[src/rtl/core/fpr_pkg.sv]
package fpr_pkg;

    localparam int MAX_DATA_BYTES = 8;
    localparam int LEN_W          = 4;
    localparam int IDX_W          = 3;
    localparam int QUEUE_DEPTH    = 2;
    localparam int QPTR_W         = $clog2(QUEUE_DEPTH);
    localparam int QCNT_W         = $clog2(QUEUE_DEPTH + 1);

    localparam logic [7:0]  START_BYTE = 8'h54;
    localparam logic [7:0]  FILL_BYTE  = 8'hFF;
    localparam logic [15:0] NO_ID      = 16'hFFFF;

    typedef struct packed {
        logic [7:0]  data_byte;
        logic [15:0] sender_addr;
        logic        buffer_start;
    } in_item_t;

    typedef struct packed {
        logic [15:0]      frame_source;
        logic [15:0]      frame_id;
        logic [LEN_W-1:0] frame_length;
        logic [IDX_W-1:0] byte_index;
        logic [7:0]       data_value;
        logic             last;
    } out_item_t;

    typedef logic [MAX_DATA_BYTES-1:0][7:0] payload_t;

    typedef struct packed {
        logic [15:0]      source;
        logic [15:0]      id;
        logic [LEN_W-1:0] length;
        payload_t         payload;
    } frame_t;

    typedef struct packed {
        logic full;
        logic empty;
    } q_status_t;

endpackage

[src/rtl/core/fpr_parser.sv]
module fpr_parser (
    input  logic              aclk,
    input  logic              aresetn,
    input  logic              checksum_enable,
    input  logic              s_valid,
    output logic              s_ready,
    input  fpr_pkg::in_item_t s_item,
    input  fpr_pkg::q_status_t q_status,
    output logic              push,
    output fpr_pkg::frame_t   push_frame
);
    import fpr_pkg::*;

    localparam logic [2:0] PH_WAIT  = 3'd0;
    localparam logic [2:0] PH_ID_HI = 3'd1;
    localparam logic [2:0] PH_ID_LO = 3'd2;
    localparam logic [2:0] PH_LEN   = 3'd3;
    localparam logic [2:0] PH_DATA  = 3'd4;
    localparam logic [2:0] PH_SUM   = 3'd5;

    logic [2:0]       phase_reg, phase_next, phase_eff;
    logic [15:0]      sender_reg, sender_next;
    logic [15:0]      id_reg, id_next;
    logic [LEN_W-1:0] len_reg, len_next;
    logic [LEN_W-1:0] cnt_reg, cnt_next, cnt_inc;
    logic [7:0]       sum_reg, sum_next;
    payload_t         payload_reg, payload_next;
    logic             accept, restart;
    logic [7:0]       b;

    assign s_ready = !q_status.full;
    assign accept  = s_valid && s_ready;
    assign b       = s_item.data_byte;
    assign restart = s_item.buffer_start || (s_item.sender_addr != sender_reg);
    assign phase_eff = restart ? PH_WAIT : phase_reg;
    assign cnt_inc = cnt_reg + LEN_W'(1);

    always_comb begin
        phase_next   = phase_reg;
        sender_next  = sender_reg;
        id_next      = id_reg;
        len_next     = len_reg;
        cnt_next     = cnt_reg;
        sum_next     = sum_reg;
        payload_next = payload_reg;
        push         = 1'b0;
        if (accept) begin
            sender_next = s_item.sender_addr;
            case (phase_eff)
                PH_WAIT: begin
                    id_next    = NO_ID;
                    len_next   = '0;
                    cnt_next   = '0;
                    sum_next   = '0;
                    phase_next = (b == START_BYTE) ? PH_ID_HI : PH_WAIT;
                end
                PH_ID_HI: begin
                    id_next    = {b, 8'h00};
                    sum_next   = b;
                    phase_next = PH_ID_LO;
                end
                PH_ID_LO: begin
                    id_next    = {id_reg[15:8], b};
                    sum_next   = sum_reg + b;
                    phase_next = PH_LEN;
                end
                PH_LEN: begin
                    if (b > 8'(MAX_DATA_BYTES)) begin
                        phase_next = PH_WAIT;
                    end else begin
                        len_next = b[LEN_W-1:0];
                        sum_next = sum_reg + b;
                        if (b != 8'd0) begin
                            phase_next = PH_DATA;
                        end else if (checksum_enable) begin
                            phase_next = PH_SUM;
                        end else begin
                            push       = 1'b1;
                            phase_next = PH_WAIT;
                        end
                    end
                end
                PH_DATA: begin
                    // count never reaches the store depth here: length is capped
                    payload_next[cnt_reg[IDX_W-1:0]] = b;
                    cnt_next = cnt_inc;
                    sum_next = sum_reg + b;
                    if (cnt_inc >= len_reg) begin
                        if (checksum_enable) begin
                            phase_next = PH_SUM;
                        end else begin
                            push       = 1'b1;
                            phase_next = PH_WAIT;
                        end
                    end
                end
                PH_SUM: begin
                    push       = (b == sum_reg);
                    phase_next = PH_WAIT;
                end
                default: begin
                    phase_next = PH_WAIT;
                end
            endcase
        end
    end

    always_comb begin
        push_frame.source  = sender_next;
        push_frame.id      = id_next;
        push_frame.length  = len_next;
        push_frame.payload = payload_next;
    end

    always_ff @(posedge aclk) begin
        if (!aresetn) begin
            phase_reg  <= PH_WAIT;
            sender_reg <= '0;
            id_reg     <= NO_ID;
            len_reg    <= '0;
            cnt_reg    <= '0;
            sum_reg    <= '0;
        end else begin
            phase_reg  <= phase_next;
            sender_reg <= sender_next;
            id_reg     <= id_next;
            len_reg    <= len_next;
            cnt_reg    <= cnt_next;
            sum_reg    <= sum_next;
        end
    end

    always_ff @(posedge aclk) begin
        payload_reg <= payload_next;
    end

endmodule

[src/rtl/core/fpr_queue.sv]
module fpr_queue (
    input  logic               aclk,
    input  logic               aresetn,
    input  logic               push,
    input  fpr_pkg::frame_t    push_frame,
    input  logic               pop,
    output fpr_pkg::frame_t    head,
    output fpr_pkg::q_status_t q_status
);
    import fpr_pkg::*;

    frame_t            mem [QUEUE_DEPTH];
    logic [QPTR_W-1:0] wr_ptr_reg, wr_ptr_next;
    logic [QPTR_W-1:0] rd_ptr_reg, rd_ptr_next;
    logic [QCNT_W-1:0] count_reg, count_next;
    logic              do_push, do_pop;

    assign q_status.full  = (count_reg == QCNT_W'(QUEUE_DEPTH));
    assign q_status.empty = (count_reg == '0);
    assign do_push = push && !q_status.full;
    assign do_pop  = pop && !q_status.empty;
    assign head    = mem[rd_ptr_reg];

    always_comb begin
        wr_ptr_next = wr_ptr_reg;
        rd_ptr_next = rd_ptr_reg;
        count_next  = count_reg;
        if (do_push) begin
            wr_ptr_next = (wr_ptr_reg == QPTR_W'(QUEUE_DEPTH - 1)) ? '0
                                                                  : wr_ptr_reg + QPTR_W'(1);
        end
        if (do_pop) begin
            rd_ptr_next = (rd_ptr_reg == QPTR_W'(QUEUE_DEPTH - 1)) ? '0
                                                                  : rd_ptr_reg + QPTR_W'(1);
        end
        case ({do_push, do_pop})
            2'b10:   count_next = count_reg + QCNT_W'(1);
            2'b01:   count_next = count_reg - QCNT_W'(1);
            default: count_next = count_reg;
        endcase
    end

    always_ff @(posedge aclk) begin
        if (do_push) begin
            mem[wr_ptr_reg] <= push_frame;
        end
    end

    always_ff @(posedge aclk) begin
        if (!aresetn) begin
            wr_ptr_reg <= '0;
            rd_ptr_reg <= '0;
            count_reg  <= '0;
        end else begin
            wr_ptr_reg <= wr_ptr_next;
            rd_ptr_reg <= rd_ptr_next;
            count_reg  <= count_next;
        end
    end

endmodule

[src/rtl/core/fpr_emitter.sv]
module fpr_emitter (
    input  logic               aclk,
    input  logic               aresetn,
    input  fpr_pkg::frame_t    head,
    input  fpr_pkg::q_status_t q_status,
    output logic               pop,
    output logic               m_valid,
    input  logic               m_ready,
    output fpr_pkg::out_item_t m_item
);
    import fpr_pkg::*;

    logic [IDX_W-1:0] k_reg, k_next;
    logic             zero_len, is_last, accept;

    assign zero_len = (head.length == '0);
    assign is_last  = zero_len || ((LEN_W'(k_reg) + LEN_W'(1)) == head.length);
    assign m_valid  = !q_status.empty;
    assign accept   = m_valid && m_ready;
    assign pop      = accept && is_last;

    always_comb begin
        m_item.frame_source = head.source;
        m_item.frame_id     = head.id;
        m_item.frame_length = head.length;
        m_item.byte_index   = k_reg;
        m_item.data_value   = zero_len ? FILL_BYTE : head.payload[k_reg];
        m_item.last         = is_last;
    end

    always_comb begin
        k_next = k_reg;
        if (accept) begin
            k_next = is_last ? '0 : k_reg + IDX_W'(1);
        end
    end

    always_ff @(posedge aclk) begin
        if (!aresetn) begin
            k_reg <= '0;
        end else begin
            k_reg <= k_next;
        end
    end

endmodule

[src/rtl/core/framed_packet_receiver.sv]
// From an empty queue, a frame's first result is offered the cycle after its closing
// byte is taken. One byte in per cycle while s_ready is high, one result out per
// cycle while m_ready is high, a run per frame. A two-frame queue separates parser
// and emitter; s_ready drops only while it is full. Reset (aresetn, synchronous,
// active low): parser waits for a start byte, queue empty, checksum_enable set to 1.
module framed_packet_receiver (
    input  logic               aclk,
    input  logic               aresetn,
    input  logic               cfg_wr_en,
    input  logic               cfg_wr_data,
    input  logic               s_valid,
    output logic               s_ready,
    input  fpr_pkg::in_item_t  s_item,
    output logic               m_valid,
    input  logic               m_ready,
    output fpr_pkg::out_item_t m_item
);
    import fpr_pkg::*;

    logic      checksum_enable_reg;
    logic      push, pop;
    frame_t    push_frame, head;
    q_status_t q_status;

    always_ff @(posedge aclk) begin
        if (!aresetn) begin
            checksum_enable_reg <= 1'b1;
        end else if (cfg_wr_en) begin
            checksum_enable_reg <= cfg_wr_data;
        end
    end

    fpr_parser u_parser (
        .aclk            (aclk),
        .aresetn         (aresetn),
        .checksum_enable (checksum_enable_reg),
        .s_valid         (s_valid),
        .s_ready         (s_ready),
        .s_item          (s_item),
        .q_status        (q_status),
        .push            (push),
        .push_frame      (push_frame)
    );

    fpr_queue u_queue (
        .aclk       (aclk),
        .aresetn    (aresetn),
        .push       (push),
        .push_frame (push_frame),
        .pop        (pop),
        .head       (head),
        .q_status   (q_status)
    );

    fpr_emitter u_emitter (
        .aclk     (aclk),
        .aresetn  (aresetn),
        .head     (head),
        .q_status (q_status),
        .pop      (pop),
        .m_valid  (m_valid),
        .m_ready  (m_ready),
        .m_item   (m_item)
    );

endmodule

[config.mk]
export PLATFORM = sky130hd
export DESIGN_NAME = framed_packet_receiver
export DESIGN_NICKNAME = d
export VERILOG_FILES = /design/src/rtl/core/fpr_pkg.sv /design/src/rtl/core/fpr_parser.sv /design/src/rtl/core/fpr_queue.sv /design/src/rtl/core/fpr_emitter.sv /design/src/rtl/core/framed_packet_receiver.sv
export SDC_FILE = /design/constraint.sdc
export NUM_CORES = 1
export LEC_CHECK = 0
export BUFFER_PORTS_ARGS = -buffer_cell sky130_fd_sc_hd__buf_4
export CORE_MARGIN = 2
export CORE_UTILIZATION = 40
export CTS_CLUSTER_DIAMETER = 40
export DETAILED_ROUTE_END_ITERATION = 8
export SYNTH_ARGS = -nofsm -noshare
export SYNTH_HDL_FRONTEND = slang
export SYNTH_HIERARCHICAL = 1
export SYNTH_SLANG_ARGS = --single-unit
[constraint.sdc]
create_clock -name aclk -period 6.5 [get_ports aclk]
set_input_delay 1.3 -clock aclk [delete_from_list [all_inputs] [get_ports aclk]]
set_output_delay 1.3 -clock aclk [all_outputs]
set_load 0.05 [all_outputs]
# ---- Yosys cells after proc, flatten, opt, wreduce, memory -nomap -nowiden
# Memory sizes are Yosys's and may differ from the RTL's. A register that Yosys moved wholly into a read port is not among the register bits.
# Cells that the tools add are included.
dict set report classes {
  reduce_logical 21
  eq_ne 14
  magnitude_cmp 5
  n_mux 38
  add_sub_neg 8
}
# op n
set ops {}
lappend ops {{64-bit 2-to-1 mux} 2}
lappend ops {{64-bit bitwise mux} 1}
lappend ops {{16-bit one-hot mux with 3 select lines} 1}
lappend ops {{16-bit 2-to-1 mux} 2}
lappend ops {{8-bit 2-to-1 mux} 4}
lappend ops {{8-bit one-hot mux with 4 select lines} 1}
lappend ops {{8-bit binary-select mux with 3-bit select} 1}
lappend ops {{8-bit demux with 3-bit select} 1}
lappend ops {{3-bit 2-to-1 mux} 6}
lappend ops {{16-bit inequality test} 1}
lappend ops {{4-bit one-hot mux with 2 select lines} 2}
lappend ops {{3-bit one-hot mux with 5 select lines} 1}
lappend ops {{1-bit 2-to-1 mux} 12}
lappend ops {{8-bit adder} 1}
lappend ops {{8-bit by 7-bit == test with 1-bit output, second input constant} 1}
lappend ops {{8-bit == test} 1}
lappend ops {{8-bit by 4-bit greater-than comparator with 1-bit output, second input constant} 1}
lappend ops {{3-bit by 4-bit < comparator with 1-bit output, second input constant} 2}
lappend ops {{4-bit 2-to-1 mux} 2}
lappend ops {{8-bit nonzero test} 1}
lappend ops {{3-bit by 2-bit == test with 1-bit output, second input constant} 2}
lappend ops {{3-bit == test, second input constant} 2}
lappend ops {{1-bit logical AND} 6}
lappend ops {{3-bit by 1-bit adder with 4-bit output, second input constant} 1}
lappend ops {{25 further kinds} 31}
dict set report totals {
  ram_bits 200
  memories 1
  out_inout_bits 50
  elab_cells 106
  ff_bits 123
  input_bits 31
}
# memory depth width read_ports rd_ports_with_merged_regs wr line
set mem_list {}
lappend mem_list {u_queue.mem 2 100 1 1 1 fpr_queue.sv:12} ;# frame_t mem [QUEUE_DEPTH];

# ---- Logic depth before layout (Yosys ltp)
dict set report depth {
  depth_word 9
  ltp_mapped 15
  depth_no_buf 15
}

# ---- Hierarchy
# Netlist, hierarchy kept.
# mod cells_each instances area_each_um2
set by_module_without_submodules {}
lappend by_module_without_submodules {fpr_queue 337 1 7423.4}
lappend by_module_without_submodules {fpr_parser 527 1 5331.4}
lappend by_module_without_submodules {fpr_emitter 105 1 1067.3}
lappend by_module_without_submodules {framed_packet_receiver 3 1 33.8}

# ---- Worst setup path after synthesis
# No wires, ideal clock.
dict set report synth_path {
  path_kind {input to register}
  startpoint {in s_item[12] (netlist bit)}
  endpoint {mem u_queue/mem[1][0] (netlist bit), enable pin}
  stages 8
  arrival_time_ns 4.977
  required_time_ns 6.029
  path_buffers 2
  setup_slack_ns 1.053
  cell_sequence {xnor2_1 nand4_1 nor3_2 buf_4 and2_1 clkbuf_1 o2111a_1 and3_1}
}
dict set report synth_between {
  elab_chain_len 9
  elab_cells_between_ends 11
}
# element line
set synth_rtl {}
lappend synth_rtl {{from (decl)} framed_packet_receiver.sv:13} ;# input fpr_pkg::in_item_t s_item,
lappend synth_rtl {{16-bit inequality test (*)} fpr_parser.sv:34} ;# assign restart = s_item.buffer_start || (s_item.sender_addr != sender_reg);
lappend synth_rtl {{1-bit logical OR (*)} fpr_parser.sv:34}
lappend synth_rtl {{3-bit 2-to-1 mux (*)} fpr_parser.sv:35} ;# assign phase_eff = restart ? PH_WAIT : phase_reg;
lappend synth_rtl {{3-bit == test / 3-bit by 2-bit == test with 1-bit output (equally long branches)} fpr_parser.sv:49} ;# case (phase_eff)
lappend synth_rtl {{1-bit one-hot mux with 3 select lines (*)} fpr_parser.sv:49}
lappend synth_rtl {{1-bit 2-to-1 mux (*)} fpr_parser.sv:47} ;# if (accept) begin
lappend synth_rtl {{named net push} framed_packet_receiver.sv:21} ;# logic push, pop;
lappend synth_rtl {{1-bit logical AND (*)} fpr_queue.sv:20} ;# assign do_push = push && !q_status.full;
lappend synth_rtl {{1-bit 2-to-1 mux (*)} fpr_queue.sv:44} ;# if (do_push) begin
lappend synth_rtl {{1-bit 2-to-1 mux (implied by the code) (*)} fpr_queue.sv:45} ;# mem[wr_ptr_reg] <= push_frame;
lappend synth_rtl {{to (decl)} fpr_queue.sv:12}
# Mark *: on every way through the listed nets, which the timed path passes. The rest lies on a longest branch.

==> key figures <==
Critical path
  • Setup Crit Path Kind: reg2out
  • Critical path fanouts, max: 30
  • Startpoint type of the worst setup path: flop
  • CP arrival: 3.17 ns
  • WP data required: between 5 and 6 ns
  • CP Capture Type: primary output
  • Reg2reg setup slack: roughly 2.5 ns

Layout
  • Max reg flops: 200
  • Share of post-route cells with drive strength above 1: 35.2%
  • Final Instance Area: about 0.016 sq mm
  • Fin nets: 1065
  • Area Overhead vs Synth: 15.5%
  • N_diodes: 0
  • Final Util: 46.7%

Drt
  • Via count: between 7000 and 8000
  • Routed length on met2: 14.0 mm
  • Vias per inst: 5.27
  • Length of routed wiring on met1: 13.3 mm
  • Drt drc: 0
  • Detail Route Antenna Nets: 0
  • DRT Pass-1 Iters: 4
  • Drt wl/cell: 19.4 microns
  • DRT Wirelength: roughly 29 mm
  • Met3 routed WL: roughly 1.2 mm
  • Top Layer Used: met4
  • DRT iter0 DRCs: 573

STA
  • Fin. Hold Viols: 0
  • Setup violators final: 0
  • FMAX: 0.224 GHz
  • Max-slew violations: 0
  • RSZ-0062 raised after global routing: false
  • Worst hold margin: 0.464 ns
  • Slew @ Worst Pin: 1.16 ns
  • Slew Limit Headroom: 22.1%
  • Worst Skew: approximately 0.031 ns
  • Final period util: roughly 70%
  • Min Clock Period, post-route: 4.47 ns
  • TNS Setup: 0 ns

Clocking
  • Clk sinks: 324
  • Worst-skew pair later-pin latency: 0.53 ns
  • # resized after CTS: 0
  • CTS Hold Bufs: 0
  • Clk root buf: clkbuf_16
  • Clock Tree Buf Depth: 3
  • Setup bufs post-CTS: 0
  • Clock-pin slew on the worst setup and hold paths: ~0.06 ns
  • CTS Buf Count: 42
  • H-tree Lvls: 2
  • CTS tree: built

Place
  • DP Area: roughly 0.015 sq mm
  • Final HPWL DP: 18.6 mm
  • GP Congestion: 0.843
  • IO buf count: 80

Power
  • Logic pwr share: under 10%
  • VDD IR-drop max: approximately 0.16 mV
  • Reg power frac: 48.1%
  • Total chip power: 0.00452 W
  • Switch Pwr: 0.000960 W
  • Leakage Power: a little over 5 nW
  • Switch share: 21.2%
  • PwrDens: between 200 and 300 mW/mm^2
  • Cell Int Power: 0.00356 W
  • Clock share of power: 49.7%

Synthesis
  • EDFF count, synth: 200
  • Synth Area in Simple Gates: roughly 6.6%
  • Synth Warn #: 6
  • Yosys top cell by area: edfxtp_1
  • Largest family of logic cells by synthesized area: multiplexers
  • Synth cell types: 74
  • #FFs+latches synth: between 300 and 400
  • Register area share after synthesis: ~60%
  • Synth top area cells: edfxtp_1 (43%), dfxtp_1 (18%), mux2_2 (12%), mux4_2 (2.6%), nand2_1 (2.3%)
  • Yosys top cell area share: 43.3%
  • Synth Area in Compound Gates: 7.55%
  • Adder-cell share of the synthesized area: 1.41%
  • Mapped Cells: 972
  • Syn Nets: 1018
  • Xor/xnor share of the synthesized area: 1.83%
  • Most common cell in the synthesized netlist: edfxtp_1
  • Synth cell count leaders: edfxtp_1 (200), mux2_2 (149), dfxtp_1 (124)
  • Post-synth ARST share: 0%
  • Post-synthesis cell area: 0.0139 sq mm
  • Post-Syn Area per Cell: ~14 sq um
  • Post-synthesis mux area share: between 15 and 20%
  • Synth Flop Type: edfxtp_1

Floorplan
  • Die footprint: 0.0361 sq mm
  • FP Rows: 68
  • Die width: between 150 and 200 microns
  • Core area: 0.0343 sq mm
  • Starting Density: 40.4%
  • Ports: 81
  • Die height: 190 microns

Global route
  • First-pass GRT wire length: between 40 and 50 mm
  • Gr ovfl total: 0
  • Number of global-route vias before repair: roughly 7700
  • Antenna violations before repair: 0
  • GR Util All Layers: between 15 and 20%
  • Largest net degree at the start of global routing: 46

Min path
  • HP Class: reg2reg

Run status
  • Status: finished clean

Run
  • Max Cap Viol: 0
==> logic make-up (layout without fill, tap and decap cells) <==
group	count (synthesis)	after routing
compound gates	137	137
flops	324	324
mux	190	190
fa+ha+maj	15	15
simple gates	175	175
xor+xnor	29	29
buf+inv	102	182
==> through the flow <==
stage	cells	worst slack, ns
detailed placement	1430	1.76
global route	1507	1.90
finish	1507	2.03
floorplan	972	1.05
global placement	1430	1.85
CTS	1507	1.96
==> path summary, 6_finish.rpt <==
| kind | startpoint | endpoint | cells after the start |
|---|---|---|---|
| hold / removal | u_parser/sum_reg[0]$_SDFFE_PN0P_ | u_parser/sum_reg[0]$_SDFFE_PN0P_ | 2 |
| setup reg to reg | u_parser/cnt_reg[0]$_SDFFE_PN0P_ | u_queue/mem[0][18]$_DFFE_PP_ | 14 |
| hold reg to reg | u_parser/sum_reg[0]$_SDFFE_PN0P_ | u_parser/sum_reg[0]$_SDFFE_PN0P_ | 2 |
| setup / recovery | flop | m_item[5] | 6 |
==> cells in the final DEF, fill, tap and decap left out, types with 9 or more instances in the layout <==
cell type / instances
edfxtp_1: 200
mux2_2: 149
dfxtp_1: 123
buf_4: 90
nand2_1: 86
clkbuf_16: 43
a21oi_1: 27
xnor2_1: 24
o21ai_0: 18
mux4_2: 16
mux2_4: 16
a221o_1: 16
nor2_1: 14
ha_1: 14
inv_1: 10
mux2i_1: 9
==> power by group through the flow <==
stage	combinational (W)	sequential (W)	clock, W
after floorplan	0.0000573	0.00222	0
after global placement	0.0000965	0.00222	0
after detailed placement	0.0000980	0.00222	0
after CTS	0.0000984	0.00217	0.00229
after global routing	0.000108	0.00217	0.00238
final	0.0000989	0.00217	0.00225
==> per-layer routing <==
layer | vias to the layer above | GRT usage, %
met5 | - | 0
met4 | 0 | 5.66
met3 | 53 | 2.66
met2 | 164 | 26.7
met1 | 3975 | 22.1
li1 | 3747 | -
==> critical path: stages (launching register included) <==
cell and delay [ns]:
dfxtp_4 0.66, buf_4 0.48, mux2_2 0.40, mux4_2 0.49, mux2i_1 0.26, nand2_1 0.12
buf_4 0.20
==> final cells by class <==
cell class / count / area [sq um]
Clock buffer: 54 / 1150
Clock inverter: 23 / 236
Fill cell: 3001 / 18300
Inverter: 13 / 51.3
Multi-Input combinational cell: 546 / 4790
Sequential cell: 324 / 8490
Tap cell: 455 / 569
Timing Repair Buffer: 92 / 716
(Power assumes the default switching activity.)
